### src/sv/pcm_dac_sample_engine_unit_defines.svh
// ----------------------------------------------------------------------------
// PCM DAC sample engine - assertion macros
// Concurrent checks, compiled out when SYNTH is defined.
// ----------------------------------------------------------------------------
`ifndef PCM_DAC_SAMPLE_ENGINE_UNIT_DEFINES_SVH
`define PCM_DAC_SAMPLE_ENGINE_UNIT_DEFINES_SVH

`ifndef SYNTH
`define PDSE_ASSERT(lbl, clk, rst, prop) \
  lbl: assert property (@(posedge clk) disable iff (rst) (prop)) \
    else $error("pdse check failed");
`define PDSE_ASSERT_IMPL(lbl, clk, rst, ante, cons) \
  lbl: assert property (@(posedge clk) disable iff (rst) (ante) |-> (cons)) \
    else $error("pdse check failed");
`else
`define PDSE_ASSERT(lbl, clk, rst, prop)
`define PDSE_ASSERT_IMPL(lbl, clk, rst, ante, cons)
`endif

`endif

### src/sv/pdse_pkg.sv
// ----------------------------------------------------------------------------
// PCM DAC sample engine - package
// Item codes, register selects, bit masks and item/result types.
// ----------------------------------------------------------------------------
`timescale 1ns / 1ps
`default_nettype none

package pdse_pkg;

  localparam logic [1:0] FUNC_TICK  = 2'd0;
  localparam logic [1:0] FUNC_WRITE = 2'd1;
  localparam logic [1:0] FUNC_READ  = 2'd2;

  localparam logic [2:0] REG_STATUS   = 3'd0;
  localparam logic [2:0] REG_MASK     = 3'd1;
  localparam logic [2:0] REG_FILTER   = 3'd2;
  localparam logic [2:0] REG_PCM      = 3'd3;
  localparam logic [2:0] REG_FORMAT   = 3'd4;
  localparam logic [2:0] REG_COUNT_LO = 3'd5;
  localparam logic [2:0] REG_COUNT_HI = 3'd6;

  localparam logic CFG_AUTO_RELOAD  = 1'b0;
  localparam logic CFG_COUNT_RELOAD = 1'b1;

  localparam logic [4:0]  ST_SAMP     = 5'h04;
  localparam logic [4:0]  ST_PCM      = 5'h08;
  localparam logic [7:0]  MASK_RD_SET = 8'h20;
  localparam int          PC_MONO_BIT = 5;
  localparam int          PC_ENA_BIT  = 6;
  localparam int          PC_DMA_BIT  = 7;
  localparam int          FMT_16_BIT  = 2;
  localparam int          FMT_INV_BIT = 4;
  localparam int          FILT_ON_BIT = 5;
  localparam logic [7:0]  MSB_FLIP8   = 8'h80;
  localparam logic [15:0] MSB_FLIP16  = 16'h8000;
  localparam logic [15:0] EVEN_MASK   = 16'hfffe;
  localparam logic [7:0]  RD_NONE     = 8'hff;

  localparam int S_TDATA_W = 32;
  localparam int M_TDATA_W = 48;

  typedef struct packed {
    logic [1:0]  func;
    logic [2:0]  reg_sel;
    logic [7:0]  write_data;
    logic [15:0] dma_word;
    logic        count_gate;
  } item_t;

  typedef struct packed {
    logic [7:0]         read_data;
    logic signed [15:0] left_sample;
    logic signed [15:0] right_sample;
    logic               irq_pending;
    logic               count_expired;
  } result_t;

endpackage

`default_nettype wire

### src/sv/pdse_core.sv
// ----------------------------------------------------------------------------
// PCM DAC sample engine - register file and tick logic
// Holds all engine state; updates it for one item per fire and forms the result.
// ----------------------------------------------------------------------------
`timescale 1ns / 1ps
`default_nettype none

module pdse_core (
  input  wire logic              clk,
  input  wire logic              rst,
  input  wire logic              fire,
  input  wire pdse_pkg::item_t   item,
  input  wire logic              cfg_we,
  input  wire logic              cfg_index,
  input  wire logic [15:0]       cfg_data,
  output pdse_pkg::result_t      result
);

  logic        auto_reload;
  logic [15:0] count_reload;
  logic [4:0]  irq_status, irq_status_next;
  logic [4:0]  irq_mask, irq_mask_next;
  logic [7:0]  filter_ctrl, filter_ctrl_next;
  logic [7:0]  pcm_mode, pcm_mode_next;
  logic [7:0]  format_ctrl, format_ctrl_next;
  logic [15:0] left_hold, left_hold_next;
  logic [15:0] right_hold, right_hold_next;
  logic        stereo_phase, stereo_phase_next;
  logic [15:0] sample_count, sample_count_next;
  logic        count_stopped, count_stopped_next;
  logic        expired;

  logic        wide;
  logic [15:0] conv;
  logic [15:0] sample;
  logic [15:0] count_dec;
  logic [7:0]  rd;

  assign wide      = format_ctrl[pdse_pkg::FMT_16_BIT];
  assign conv      = wide ? item.dma_word
                          : {item.dma_word[7:0] ^ pdse_pkg::MSB_FLIP8, 8'h00};
  assign sample    = format_ctrl[pdse_pkg::FMT_INV_BIT] ? (conv ^ pdse_pkg::MSB_FLIP16)
                                                        : conv;
  assign count_dec = sample_count - (wide ? 16'd2 : 16'd1);

  always_comb begin
    unique case (item.reg_sel)
      pdse_pkg::REG_STATUS:   rd = {3'b000, irq_status};
      pdse_pkg::REG_MASK:     rd = {3'b000, irq_mask} | pdse_pkg::MASK_RD_SET;
      pdse_pkg::REG_FILTER:   rd = filter_ctrl;
      pdse_pkg::REG_PCM:      rd = pcm_mode;
      pdse_pkg::REG_FORMAT:   rd = format_ctrl;
      pdse_pkg::REG_COUNT_LO: rd = sample_count[7:0];
      pdse_pkg::REG_COUNT_HI: rd = sample_count[15:8];
      default:                rd = pdse_pkg::RD_NONE;
    endcase
  end

  always_comb begin
    irq_status_next    = irq_status;
    irq_mask_next      = irq_mask;
    filter_ctrl_next   = filter_ctrl;
    pcm_mode_next      = pcm_mode;
    format_ctrl_next   = format_ctrl;
    left_hold_next     = left_hold;
    right_hold_next    = right_hold;
    stereo_phase_next  = stereo_phase;
    sample_count_next  = sample_count;
    count_stopped_next = count_stopped;
    expired            = 1'b0;
    unique case (item.func)
      pdse_pkg::FUNC_TICK: begin
        irq_status_next = irq_status | pdse_pkg::ST_SAMP;
        if (item.count_gate && !count_stopped) begin
          if (pcm_mode[pdse_pkg::PC_ENA_BIT] || pcm_mode[pdse_pkg::PC_DMA_BIT]) begin
            if (pcm_mode[pdse_pkg::PC_MONO_BIT]) begin
              left_hold_next  = sample;
              right_hold_next = sample;
            end else begin
              if (stereo_phase) begin
                right_hold_next = sample;
              end else begin
                left_hold_next = sample;
              end
              stereo_phase_next = ~stereo_phase;
            end
          end
          sample_count_next = count_dec;
          if (count_dec == 16'd0) begin
            if (auto_reload) begin
              sample_count_next = count_reload & (wide ? pdse_pkg::EVEN_MASK : 16'hffff);
            end else begin
              count_stopped_next = 1'b1;
            end
            irq_status_next = irq_status | pdse_pkg::ST_SAMP | pdse_pkg::ST_PCM;
            expired         = 1'b1;
          end
        end
      end
      pdse_pkg::FUNC_WRITE: begin
        unique case (item.reg_sel)
          pdse_pkg::REG_STATUS: irq_status_next = irq_status & ~item.write_data[4:0];
          pdse_pkg::REG_MASK:   irq_mask_next   = item.write_data[4:0];
          pdse_pkg::REG_FILTER: filter_ctrl_next = item.write_data;
          pdse_pkg::REG_PCM: begin
            if (item.write_data[pdse_pkg::PC_ENA_BIT] && !pcm_mode[pdse_pkg::PC_ENA_BIT]) begin
              stereo_phase_next = 1'b0;
            end
            pcm_mode_next = item.write_data;
          end
          pdse_pkg::REG_FORMAT: format_ctrl_next = item.write_data;
          pdse_pkg::REG_COUNT_LO: begin
            sample_count_next  = {sample_count[15:8], item.write_data};
            count_stopped_next = 1'b0;
          end
          pdse_pkg::REG_COUNT_HI: begin
            sample_count_next  = {item.write_data, sample_count[7:0]};
            count_stopped_next = 1'b0;
          end
          default: ;
        endcase
      end
      default: ;
    endcase
  end

  always_comb begin
    result.read_data     = (item.func == pdse_pkg::FUNC_READ) ? rd : pdse_pkg::RD_NONE;
    result.left_sample   = filter_ctrl_next[pdse_pkg::FILT_ON_BIT] ? left_hold_next : 16'sd0;
    result.right_sample  = filter_ctrl_next[pdse_pkg::FILT_ON_BIT] ? right_hold_next : 16'sd0;
    result.irq_pending   = |(irq_status_next & irq_mask_next);
    result.count_expired = expired;
  end

  always_ff @(posedge clk) begin
    if (rst) begin
      auto_reload  <= 1'b0;
      count_reload <= 16'd0;
    end else if (cfg_we) begin
      if (cfg_index == pdse_pkg::CFG_AUTO_RELOAD) begin
        auto_reload <= cfg_data[0];
      end else begin
        count_reload <= cfg_data;
      end
    end
  end

  always_ff @(posedge clk) begin
    if (rst) begin
      irq_status    <= 5'd0;
      irq_mask      <= 5'd0;
      filter_ctrl   <= 8'd0;
      pcm_mode      <= 8'd0;
      format_ctrl   <= 8'd0;
      left_hold     <= 16'd0;
      right_hold    <= 16'd0;
      stereo_phase  <= 1'b0;
      sample_count  <= 16'd0;
      count_stopped <= 1'b0;
    end else if (fire) begin
      irq_status    <= irq_status_next;
      irq_mask      <= irq_mask_next;
      filter_ctrl   <= filter_ctrl_next;
      pcm_mode      <= pcm_mode_next;
      format_ctrl   <= format_ctrl_next;
      left_hold     <= left_hold_next;
      right_hold    <= right_hold_next;
      stereo_phase  <= stereo_phase_next;
      sample_count  <= sample_count_next;
      count_stopped <= count_stopped_next;
    end
  end

endmodule

`default_nettype wire

### src/sv/pcm_dac_sample_engine_unit.sv
// ----------------------------------------------------------------------------
// PCM DAC sample engine - top level
// Stream front end for the sound-card PCM output register file.
//
// Channels: s_* carries one item per handshake (tick, register write or
// register read, kind in s_tuser). m_* returns exactly one result per item.
// cfg_* writes the reload controls: index 0 auto_reload, index 1
// count_reload; cfg_ready is always high. Write them only while idle.
// Path: an accepted item waits in the input register, and its result is then
// held in the result register.
// Throughput: one item per cycle while the output is not stalled; the
// register file is updated in the single cycle that moves an item from the
// input register to the result register.
// Reset (rst, synchronous): all state and reload controls go to zero,
// both stages empty.
// Stall: while m_tready is low the result holds; one more item waits in
// the input register, then s_tready drops until the result is taken.
// ----------------------------------------------------------------------------
`timescale 1ns / 1ps
`default_nettype none
`include "pcm_dac_sample_engine_unit_defines.svh"

module pcm_dac_sample_engine_unit (
  input  wire logic                           clk,
  input  wire logic                           rst,
  input  wire logic                           s_tvalid,
  output logic                                s_tready,
  // reg_sel[2:0], write_data[10:3], dma_word[26:11], count_gate[27], zero pad
  input  wire logic [pdse_pkg::S_TDATA_W-1:0] s_tdata,
  // func[1:0]
  input  wire logic [1:0]                     s_tuser,
  output logic                                m_tvalid,
  input  wire logic                           m_tready,
  // read_data[7:0], left_sample[23:8], right_sample[39:24],
  // irq_pending[40], count_expired[41], zero pad
  output logic [pdse_pkg::M_TDATA_W-1:0]      m_tdata,
  input  wire logic                           cfg_valid,
  output logic                                cfg_ready,
  input  wire logic                           cfg_index,
  input  wire logic [15:0]                    cfg_data
);

  logic               s1_valid;
  pdse_pkg::item_t    s1_item;
  pdse_pkg::result_t  core_res;
  pdse_pkg::result_t  res;
  logic               advance;
  logic               s_fire;

  assign advance   = s1_valid && (!m_tvalid || m_tready);
  assign s_tready  = !s1_valid || advance;
  assign s_fire    = s_tvalid && s_tready;
  assign cfg_ready = 1'b1;

  always_ff @(posedge clk) begin
    if (rst) begin
      s1_valid <= 1'b0;
    end else if (s_fire) begin
      s1_valid <= 1'b1;
    end else if (advance) begin
      s1_valid <= 1'b0;
    end
  end

  always_ff @(posedge clk) begin
    if (s_fire) begin
      s1_item.func       <= s_tuser;
      s1_item.reg_sel    <= s_tdata[2:0];
      s1_item.write_data <= s_tdata[10:3];
      s1_item.dma_word   <= s_tdata[26:11];
      s1_item.count_gate <= s_tdata[27];
    end
  end

  pdse_core u_core (
    .clk       (clk),
    .rst       (rst),
    .fire      (advance),
    .item      (s1_item),
    .cfg_we    (cfg_valid && cfg_ready),
    .cfg_index (cfg_index),
    .cfg_data  (cfg_data),
    .result    (core_res)
  );

  always_ff @(posedge clk) begin
    if (rst) begin
      m_tvalid <= 1'b0;
    end else if (advance) begin
      m_tvalid <= 1'b1;
    end else if (m_tready) begin
      m_tvalid <= 1'b0;
    end
  end

  always_ff @(posedge clk) begin
    if (advance) begin
      res <= core_res;
    end
  end

  assign m_tdata = {6'b000000, res.count_expired, res.irq_pending,
                    res.right_sample, res.left_sample, res.read_data};

  `PDSE_ASSERT_IMPL(a_full_stall_blocks, clk, rst,
    s1_valid && m_tvalid && !m_tready, !s_tready)
  `PDSE_ASSERT_IMPL(a_expire_only_tick, clk, rst,
    advance && core_res.count_expired, s1_item.func == pdse_pkg::FUNC_TICK)
  `PDSE_ASSERT_IMPL(a_read_data_idle, clk, rst,
    advance && (s1_item.func != pdse_pkg::FUNC_READ), core_res.read_data == pdse_pkg::RD_NONE)
  `PDSE_ASSERT(a_result_from_stage, clk, rst,
    $rose(m_tvalid) |-> $past(s1_valid))

endmodule

`default_nettype wire

### config.mk
export PLATFORM = sky130hd
export DESIGN_NAME = pcm_dac_sample_engine_unit
export DESIGN_NICKNAME = d
export VERILOG_FILES = /design/src/sv/pdse_pkg.sv /design/src/sv/pdse_core.sv /design/src/sv/pcm_dac_sample_engine_unit.sv
export VERILOG_INCLUDE_DIRS = /design/src /design/src/sv
export SDC_FILE = /design/constraint.sdc
export NUM_CORES = 1
export LEC_CHECK = 0
export ABC_AREA = 1
export BUFFER_PORTS_ARGS = -buffer_cell sky130_fd_sc_hd__buf_2
export CAP_MARGIN = 0
export CORE_UTILIZATION = 45
export CTS_BUF_LIST = sky130_fd_sc_hd__clkbuf_2 sky130_fd_sc_hd__clkbuf_4 sky130_fd_sc_hd__clkbuf_8
export DETAILED_ROUTE_END_ITERATION = 12
export GPL_TIMING_DRIVEN = 1
export PLACE_DENSITY = 0.63
export SYNTH_ARGS = -nofsm -noshare
export SYNTH_HDL_FRONTEND = slang
export SYNTH_SLANG_ARGS = --single-unit
### constraint.sdc
create_clock -name clk -period 8.3 [get_ports clk]
set_input_delay 2.075 -clock clk [delete_from_list [all_inputs] [get_ports clk]]
set_output_delay 2.075 -clock clk [all_outputs]
set_load 0.1 [all_outputs]
==> metrics.md, run 1 <==
| Metric | Value |
|---|---|
| Met1 GRT Util | `around 30%` |
| Pre-CTS setup slack | `between 3 and 4 ns` |
| Ranking of synthesized cells by area | `edfxtp_1, dfxtp_1, nand2_1` |
| Fmax | `roughly 210 MHz` |
| DP HPWL | `between 10000 and 15000 um` |
| FP Rows | `roughly 50` |
| Worst-path clk slew | `around 0.09 ns` |
| CTS tree | `built` |
| Vias in the first global route | `6270` |
| Mapped cell area | `8310 um^2` |
| Post-CTS sizing | `0` |
| Post-Syn Area per Cell | `~8.2 um^2` |
| Setup violators final | `0` |
| Final max-slew violation count | `0` |
| Routing usage on met2 | `36.2%` |
| Share of cells above drive strength 1 | `between 10% and 20%` |
| WP data arrival | `~2.7 ns` |
| Unique cell type count in the Yosys netlist | `between 40 and 50` |
| Clk_skew | `0.00960 ns` |
| Peak supply drop | `around 0.00014 V` |
| Final #Nets | `1153` |
| Placer congestion estimate | `around 0.87` |
| Most common cell on crit path | `buf_2` |
| TNS Setup | `0 ns` |
| Wirelength per Cell | `15.0 um` |
| Post-synth top cells | `nand2_1, inv_1, nor2_1, dfxtp_1, o21ai_0` |
| Initial antenna violation count | `0` |
| Final critical-path required period | `roughly 4.8 ns` |
| Congestion Overflow GR | `0` |
| Worst-Margin Slew | `between 1 and 1.5 ns` |
| Cell Chain, Critical Path | `buf_2, inv_1, nand3_1, buf_2` |
| Max stage delay on crit path | `0.44 ns` |
| # diodes | `0` |
| Post-synth ARST share | `0%` |
| Status | `completed` |
| Antenna Nets Post-Route | `0` |
| Cell taking the most area after synthesis | `edfxtp_1` |
| Slowest CP cell | `buf_2` |
| Die Y | `roughly 140 um` |
| Share of the synthesized area in the top cell type | `between 20% and 30%` |
| Number of clock sinks | `~180` |
| Tot Pwr | `1.91 mW` |
| Max cap viols | `0` |
| Leak | `3.98 nW` |
| Post-synth EDFFs | `72` |
| # IOs | `approximately 110` |
| Worst-Skew Late Latency | `~0.46 ns` |
| Buffers added on ports | `95` |
| Vias per cell | `5.17` |
| Top-count cell post-synth | `nand2_1` |
| Maximum fanout along the worst path | `3` |
| First-pass DRT Iterations | `5` |
| Setup Crit Path Kind | `in2out` |
| Total CTS buffers | `17` |
| Critical path launch point type | `primary input` |
| Iteration-0 DRC Markers | `534` |
| # Post-CTS Setup Buffers | `0` |
| Global-route wire length before repair | `~32000 um` |
| Starting Density | `between 40% and 50%` |
| Final period util | `between 50% and 60%` |
| Worst Setup End Kind | `output port` |
| Yosys warns | `0` |
| Remaining DRCs | `0` |
| Slew HR | `approximately 30%` |
| Largest net degree at the start of global routing | `102` |
| Tightest Hold Check Type | `reg2reg` |
| Final WS setup | `approximately 3.5 ns` |
| Ys flop type | `dfxtp_1` |
| Synthesized netlist cell count | `1015` |
| RSZ-0062 raised after global routing | `false` |
| Synth Register Bits | `about 180` |
| Tot GR Track Use | `roughly 22%` |
| CP delay by family, top | `buffers and inverters` |
| Maximum clock path buffer count | `2` |
| Die width | `approximately 140 um` |
| Final Hold Vio Count | `0` |
| Final wirelength | `~20000 um` |
| Worst path bufs/invs | `3` |
| Floorplan core area | `roughly 18000 um^2` |
| Die ar. | `between 15000 and 20000 um^2` |
| Htree depth | `4` |
| Area growth syn-to-layout | `12.3%` |
| Most Crowded Layer GR | `met2` |
| Met3 Use GR | `roughly 4.2%` |
| Root Buffer | `clkbuf_8` |
| CTS Hold Bufs | `0` |
| Pwr Density | `between 200 and 250 nW/um^2` |
| Crit path required time | `roughly 6.2 ns` |
| Via count | `about 7000` |
| Sequential share of the synthesized area | `50.8%` |
## metal layers
metal  share of wire [%]  routed length, um
met1                  46               9330
met2                  47               9390
met3                 5.4               1090
met4                 1.3                269
met5                   0                  0
## path summary, 6_finish.rpt
check	startpoint	endpoint	slack, ns	cells after the start
worst min-delay path	u_core.count_reload[10]$_SDFFE_PP0P_	u_core.count_reload[10]$_SDFFE_PP0P_	0.45	2
worst max-delay path	m_tready	s_tready	3.50	4
worst min register to register	u_core.count_reload[10]$_SDFFE_PP0P_	u_core.count_reload[10]$_SDFFE_PP0P_	0.45	2
worst max register to register	s1_item[29]$_DFFE_PP_	u_core.filter_ctrl[6]$_SDFFE_PP0P_	5.16	8
## logic make-up after synthesis
kind of cell,Yosys count,share of synthesized area (%)
adders and majority gates,3,0.542
AOI/OAI and AO/OA,260,18.1
buffers and inverters,187,9.02
other,2,0.0904
and+or+nand+nor,376,19.7
xor gates and xnor gates,3,0.542
DFF,175,50.8
muxes,9,1.08
## sequential cells by signal, indices dropped and copies added, names as in the netlist
signal,flops
u_core.sample_count,16
u_core.stereo_phase,1
u_core.filter_ctrl,8
u_core.count_stopped,1
u_core.count_reload,16
u_core.right_hold,16
s1_item,30
u_core.format_ctrl,8
m_tvalid,1
u_core.pcm_mode,8
u_core.irq_status,5
m_tdata,42
u_core.left_hold,16
s1_valid,1
u_core.auto_reload,1
u_core.irq_mask,5
## report_power, final
part	leakage [nW]	internal (mW)	switching, mW
logic	2.25	0.0842	0.243
clock network	0.200	0.300	0.318
registers	1.53	0.937	0.0257
## area by class of cell
class                      instances  area [um^2]
tap                              229          287
clock inverter                    14          163
clock buffer                      18          241
timing repair buffer             102          528
inverter                         140          528
sequential                       175         4220
fill                            1753         8700
multi-input combinational        658         3360
## tightest hold or removal path: stages (launching register included)
cell     delay (ns)
dfxtp_1        0.31
inv_1          0.05
a21oi_1        0.05
## through the flow
step / hold slack (ns) / utilization (%) / cells / area [um^2]
global placement: 0.443 / 49.5 / 1304 / 8920
finish: 0.452 / 51.7 / 1336 / 9330
detailed placement: 0.443 / 49.5 / 1304 / 8920
floorplan: 0.424 / - / 1020 / 8330
global route: 0.497 / 51.7 / 1336 / 9330
CTS: 0.457 / 51.7 / 1336 / 9330
## cells in the final DEF, fill, tap and decap left out, types with 30 or more instances in the layout
cell / instances
nand3_1: 30
inv_1: 130
buf_2: 95
nand2_1: 177
nor2_1: 130
dfxtp_1: 103
edfxtp_1: 72
a21oi_1: 80
o211ai_1: 35
o21ai_0: 103
Power figures use the tool's default switching activity.
==> run 2: changes to the inputs <==
--- a/config.mk
+++ b/config.mk
@@ -13,7 +13,7 @@
 export CTS_BUF_LIST = sky130_fd_sc_hd__clkbuf_2 sky130_fd_sc_hd__clkbuf_4 sky130_fd_sc_hd__clkbuf_8
 export DETAILED_ROUTE_END_ITERATION = 12
 export GPL_TIMING_DRIVEN = 1
-export PLACE_DENSITY = 0.63
+export PLACE_DENSITY = 0.65
 export SYNTH_ARGS = -nofsm -noshare
 export SYNTH_HDL_FRONTEND = slang
 export SYNTH_SLANG_ARGS = --single-unit
==> constraint.sdc (replaced) <==
create_clock -name clk -period 4.3 [get_ports clk]
set_input_delay 1.075 -clock clk [delete_from_list [all_inputs] [get_ports clk]]
set_output_delay 1.075 -clock clk [all_outputs]
set_load 0.1 [all_outputs]
==> run 2 against run 1 <==
Net effect: register-to-register slack worse by 3.9 ns; clock-buffer cell count up 1; clock power up 91%; critical path type is now reg2reg; critical endpoint is now u_core.sample_count[12]$_SDFFE_PP0P_.
==> metrics.md, run 2 (synthesis gave the netlist of run 1 again) <==
| Metric | Value |
|---|---|
| Status | `completed` |
| Crit path required time | `~4.7 ns` |
| Max FFs per register | `42` |
| FP Rows | `49` |
| Starting Density | `between 40 and 50%` |
| Initial antenna violation count | `0` |
| Die Y | `138 um` |
| Critical path launch point type | `flip-flop` |
| Iteration-0 DRC Markers | `~650` |
| Clk_skew | `0.0114 ns` |
| Pwr Density | `between 300 and 400 nW/um^2` |
| Final max-slew violation count | `0` |
| Worst Setup End Kind | `flip-flop` |
| TNS Setup | `0 ns` |
| Congestion Overflow GR | `0` |
| Final critical-path required period | `3.07 ns` |
| Root Buffer | `clkbuf_8` |
| Most common cell after layout, fill and taps aside | `nand2_1` |
| Die ar. | `19000 um^2` |
| Maximum clock path buffer count | `2` |
| Vias per cell | `~5.2` |
| FF+latch area | `4220 um^2` |
| CTS tree | `built` |
| Die width | `~140 um` |
| Area growth syn-to-layout | `12.6%` |
| Hold slack | `between 0.4 and 0.5 ns` |
| Remaining DRCs | `0` |
| Setup violators final | `0` |
| Final wirelength | `about 20000 um` |
| Final period util | `between 70 and 80%` |
| Vias in the first global route | `5985` |
| # Post-CTS Setup Buffers | `0` |
| Antenna Nets Post-Route | `0` |
| Most frequent cells in the layout | `nand2_1, inv_1, nor2_1` |
| RSZ-0062 raised after global routing | `false` |
| Final Hold Vio Count | `0` |
| WP data arrival | `3.46 ns` |
| Placer congestion estimate | `just over 0.9` |
| Multi-input gate area | `roughly 3400 um^2` |
| DP HPWL | `approximately 14000 um` |
| Max cap viols | `0` |
| Buffers added on ports | `95` |
| Worst-Skew Late Latency | `between 0.4 and 0.5 ns` |
| Wirelength per Cell | `roughly 15 um` |
| Post-CTS sizing | `0` |
| Peak supply drop | `roughly 0.00024 V` |
| Share of cells above drive strength 1 | `around 17%` |
| Fmax | `~330 MHz` |
| Via count | `about 7000` |
| Largest net degree at the start of global routing | `between 100 and 150` |
| Tot GR Track Use | `between 20% and 30%` |
| Worst-Margin Slew | `1.03 ns` |
| Total CTS buffers | `17` |
| Global-route wire length before repair | `30800 um` |
| Slew HR | `around a third` |
| Htree depth | `4` |
| Utilization after layout | `51.9%` |
| Number of clock sinks | `between 150 and 200` |
| Setup Crit Path Kind | `reg2reg` |
| Worst-path clk slew | `approximately 0.090 ns` |
| # IOs | `around 110` |
| Tightest Hold Check Type | `reg2reg` |
| Floorplan core area | `18000 um^2` |
| First-pass DRT Iterations | `7` |
| Fill count | `1811` |
| Maximum fanout along the worst path | `16` |
| Final #Nets | `between 1000 and 1500` |
| Leak | `between 3 and 4 nW` |
| CTS Hold Bufs | `0` |
==> run 2: cell types whose count changed in the layout (fill, tap and decap cells not counted) <==
cell and change:
diode_2 +1, bufinv_16 -1, clkinvlp_4 -3, inv_4 -1, clkbuf_4 +1, buf_4 +1, clkinv_4 +3, buf_12 +1
clkinv_2 -2, inv_8 +3
==> run 2: worst paths after layout <==
path	start	endpoint	slack [ns]	depth (start not counted)
setup / recovery	u_core.format_ctrl[2]$_SDFFE_PP0P_	u_core.sample_count[12]$_SDFFE_PP0P_	1.23	14
hold / removal	u_core.count_reload[13]$_SDFFE_PP0P_	u_core.count_reload[13]$_SDFFE_PP0P_	0.46	2
setup reg to reg	u_core.format_ctrl[2]$_SDFFE_PP0P_	u_core.sample_count[12]$_SDFFE_PP0P_	1.23	14
hold reg to reg	u_core.count_reload[13]$_SDFFE_PP0P_	u_core.count_reload[13]$_SDFFE_PP0P_	0.46	2
==> run 2: power by group <==
group	internal, mW	switching (mW)	total (mW)
combinational	0.165	0.469	0.634
sequential	1.81	0.0488	1.86
clock	0.546	0.632	1.18
==> run 2: area by class of cell <==
type | count | share of cell area [%]
clock buffer | 19 | 2.66
inverter | 140 | 5.63
timing repair buffer | 104 | 5.94
tap | 229 | 3.06
clock inverter | 13 | 1.66
sequential | 175 | 45.1
antenna | 1 | 0.0267
multi-input combinational | 658 | 35.9
==> run 2: routing by layer <==
layer	wire length, um	GRT usage (%)	vias to the layer above
met3	1170	3.87	24
met1	9360	29.6	3149
met4	377	8.03	0
met5	0	0	-
met2	9030	33.9	239
li1	-	-	3524
==> run 2: worst max-delay path, cell delays in order, from the launching register on <==
cell and delay (ns):
dfxtp_1 0.47, inv_1 0.13, ha_1 0.22, fa_1 0.45
nand2_1 0.22, nor2_2 0.08, nand2_1 0.06, nand2_1 0.11
inv_2 0.10, nand2_2 0.07, nor3_4 0.61, nand3_1 0.15
nand2_1 0.09, nand2_1 0.08, a21oi_1 0.14
==> run 2: metrics by stage <==
| stage | power [mW] | cell area [um^2] | cells | worst slack (ns) |
|---|---|---|---|---|
| after floorplan | 2.38 | 8330 | 1020 | 1.05 |
| after global placement | 2.52 | 8950 | 1306 | 1.33 |
| after detailed placement | 2.52 | 8950 | 1306 | 1.30 |
| after CTS | 3.70 | 9350 | 1338 | 1.25 |
| after global routing | 3.83 | 9350 | 1338 | 0.987 |
| final | 3.67 | 9360 | 1339 | 1.23 |
==> run 3: changes to the inputs <==
--- a/config.mk
+++ b/config.mk
@@ -13,7 +13,7 @@
 export CTS_BUF_LIST = sky130_fd_sc_hd__clkbuf_2 sky130_fd_sc_hd__clkbuf_4 sky130_fd_sc_hd__clkbuf_8
 export DETAILED_ROUTE_END_ITERATION = 12
 export GPL_TIMING_DRIVEN = 1
-export PLACE_DENSITY = 0.65
+export PLACE_DENSITY = 0.63
 export SYNTH_ARGS = -nofsm -noshare
 export SYNTH_HDL_FRONTEND = slang
 export SYNTH_SLANG_ARGS = --single-unit
==> constraint.sdc (replaced) <==
create_clock -name clk -period 3.2 [get_ports clk]
set_input_delay 0.8 -clock clk [delete_from_list [all_inputs] [get_ports clk]]
set_output_delay 0.8 -clock clk [all_outputs]
set_load 0.1 [all_outputs]
==> run 3 against run 2 <==
Net effect: final area rose by 1.7%; largest cell class unchanged; first-iteration DRC count fell by 18%; combinational power rose by 36%; clock-buffer cell count down 1; die area unchanged; worst setup slack worse by 0.92 ns; via count is 0.58% higher; sequential power increased by 34%; clock skew is 0.0036 ns higher; largest power group unchanged; utilization rose by 0.90 points; non-clock buffer count rose by 8; hold slack got worse by 0.0015 ns.
==> metrics.md, run 3 (synthesis gave the netlist of run 1 again) <==
| Metric | Value |
|---|---|
| Setup Crit Path Kind | `reg2reg` |
| R2r startpoint | `u_core.format_ctrl[2]$_SDFFE_PP0P_` |
| Pwr Density | `552 nW/um^2` |
| Initial antenna violation count | `0` |
| Floorplan core area | `18000 um^2` |
| Leak | `just over 4 nW` |
| Slowest CP cell | `fa_1` |
| Cell Chain, Critical Path | `inv_1, ha_1, fa_1, nand2_1, nor2_2, nand2_1, nand2_1, inv_2, nand2_2, nor3_4, buf_4, nand3_2, nand2_1, nand2_1, a21oi_2` |
| Area growth syn-to-layout | `14.6%` |
| Starting Density | `between 40% and 50%` |
| TNS Setup | `0 ns` |
| Share of cells above drive strength 1 | `17.3%` |
| CTS Hold Bufs | `0` |
| Worst-Margin Slew | `just under 0.7 ns` |
| Final period util | `90.3%` |
| Die width | `138 um` |
| Post-CTS sizing | `0` |
| CTS tree | `built` |
| Critical path launch point type | `flip-flop` |
| Final wirelength | `approximately 20000 um` |
| Root Buffer | `clkbuf_8` |
| Worst path bufs/invs | `3` |
| FP Rows | `roughly 50` |
| Status | `completed` |
| Number of clock sinks | `approximately 180` |
| Iteration-0 DRC Markers | `538` |
| Most common cell on crit path | `nand2_1` |
| Antenna Nets Post-Route | `0` |
| Reg2reg setup slack | `0.31 ns` |
| Hold Path Stages | `2` |
| Buffers added on ports | `between 90 and 100` |
| Slew HR | `between 50% and 60%` |
| Worst-path clk slew | `roughly 0.090 ns` |
| Wirelength per Cell | `14.9 um` |
| Clk_skew | `0.0151 ns` |
| # IOs | `between 100 and 150` |
| Largest net degree at the start of global routing | `between 90 and 100` |
| Vias in the first global route | `roughly 6400` |
| Worst-Skew Late Latency | `~0.47 ns` |
| Via count | `6976` |
| # Post-CTS Setup Buffers | `0` |
| Max stage delay on crit path | `0.45 ns` |
| Remaining DRCs | `0` |
| Tot GR Track Use | `about 22%` |
| WP data arrival | `3.28 ns` |
| Maximum clock path buffer count | `2` |
| Utilization after layout | `between 50% and 60%` |
| Die ar. | `around 19000 um^2` |
| Total CTS buffers | `17` |
| Die Y | `138 um` |
| Final Hold Vio Count | `0` |
| Congestion Overflow GR | `0` |
| First-pass DRT Iterations | `5` |
| Most common cell after layout, fill and taps aside | `nand2_1` |
| RSZ-0062 raised after global routing | `false` |
| CP delay by family, top | `simple AND/OR/NAND/NOR gates` |
| Maximum fanout along the worst path | `10` |
| Placer congestion estimate | `0.902` |
| Htree depth | `4` |
| Hold_sp | `u_core.count_reload[9]$_SDFFE_PP0P_` |
| Final #Nets | `1163` |
| Fmax | `about 350 MHz` |
| DP HPWL | `13900 um` |
| Reg-to-Reg End | `u_core.sample_count[7]$_SDFFE_PP0P_` |
| R2r worst-path depth | `15` |
| Peak supply drop | `between 0.0004 and 0.0005 V` |
| Most frequent cells in the layout | `nand2_1, inv_1, nor2_1` |
| Global-route wire length before repair | `approximately 32000 um` |
| Final max-slew violation count | `0` |
| Max cap viols | `0` |
| Setup violators final | `0` |
| Max FFs per register | `42` |
| Worst Setup End Kind | `flip-flop` |
| Vias per cell | `5.18` |
| Tightest Hold Check Type | `reg2reg` |
| # diodes | `0` |
| Final critical-path required period | `2.89 ns` |
| Crit path required time | `roughly 3.6 ns` |
| Worst hold endpoint | `u_core.count_reload[9]$_SDFFE_PP0P_` |
run 3: cell count changes in the layout (fill, tap and decap cells not counted), moves of 2 or more:
cell       change
buf_4          +7
bufinv_16      +4
clkbuf_4       -2
clkinv_4       -2
inv_8          -2
run 3: per-layer routing:
layer	part of all wire [%]	track usage, %	vias to the layer above	wire (um)
li1	-	-	3546	-
met1	46	29.4	3201	9210
met2	46	35.7	210	9290
met3	6.3	3.98	19	1260
met4	1.6	8.15	0	330
met5	0	0	-	0
run 3: how the worst max path moves through the flow:
stage                                  startpoint                                   to  slack, ns  cells past startpoint
3_3_place_gp   u_core.format_ctrl[2]$_SDFFE_PP0P_  u_core.sample_count[4]$_SDFFE_PP0P_       0.46                     15
3_5_place_dp   u_core.format_ctrl[2]$_SDFFE_PP0P_  u_core.sample_count[0]$_SDFFE_PP0P_       0.41                     15
4_1_cts        u_core.format_ctrl[2]$_SDFFE_PP0P_  u_core.sample_count[7]$_SDFFE_PP0P_       0.36                     15
5_1_grt        u_core.format_ctrl[2]$_SDFFE_PP0P_  u_core.sample_count[7]$_SDFFE_PP0P_       0.03                     15
6_report       u_core.format_ctrl[2]$_SDFFE_PP0P_  u_core.sample_count[7]$_SDFFE_PP0P_       0.31                     15
2_1_floorplan               m_tvalid$_SDFFE_PP0P_                 s1_item[0]$_DFFE_PP_       0.11                      3
run 3: layout make-up:
type / instances / area [um^2]
clock buffer: 18 / 248
clock inverter: 14 / 248
fill: 1760 / 8510
inverter: 140 / 528
multi-input combinational: 658 / 3360
sequential: 175 / 4220
tap: 229 / 287
timing repair buffer: 112 / 628
run 3: power by group:
group	switching [mW]	total, mW	internal, mW	leakage [nW]
Combinational	0.636	0.863	0.226	2.31
Clock	0.848	1.89	1.04	0.247
Sequential	0.0666	2.50	2.43	1.53
run 3: worst min-delay path, stage by stage (launching register included):
cell and delay [ns]:
dfxtp_1 0.31, inv_1 0.06, a21oi_1 0.05
run 3: stage by stage:
step | total power [mW] | std cells | hold WS, ns | instance area [um^2] | setup slack, ns
5_1_grt | 5.47 | 1346 | 0.476 | 9520 | 0.0286
6_report | 5.25 | 1346 | 0.454 | 9520 | 0.311
4_1_cts | 5.29 | 1346 | 0.457 | 9520 | 0.364
3_3_place_gp | 3.40 | 1314 | 0.440 | 9020 | 0.463
2_1_floorplan | 3.20 | 1020 | 0.424 | 8330 | 0.115
3_5_place_dp | 3.40 | 1314 | 0.445 | 9020 | 0.405
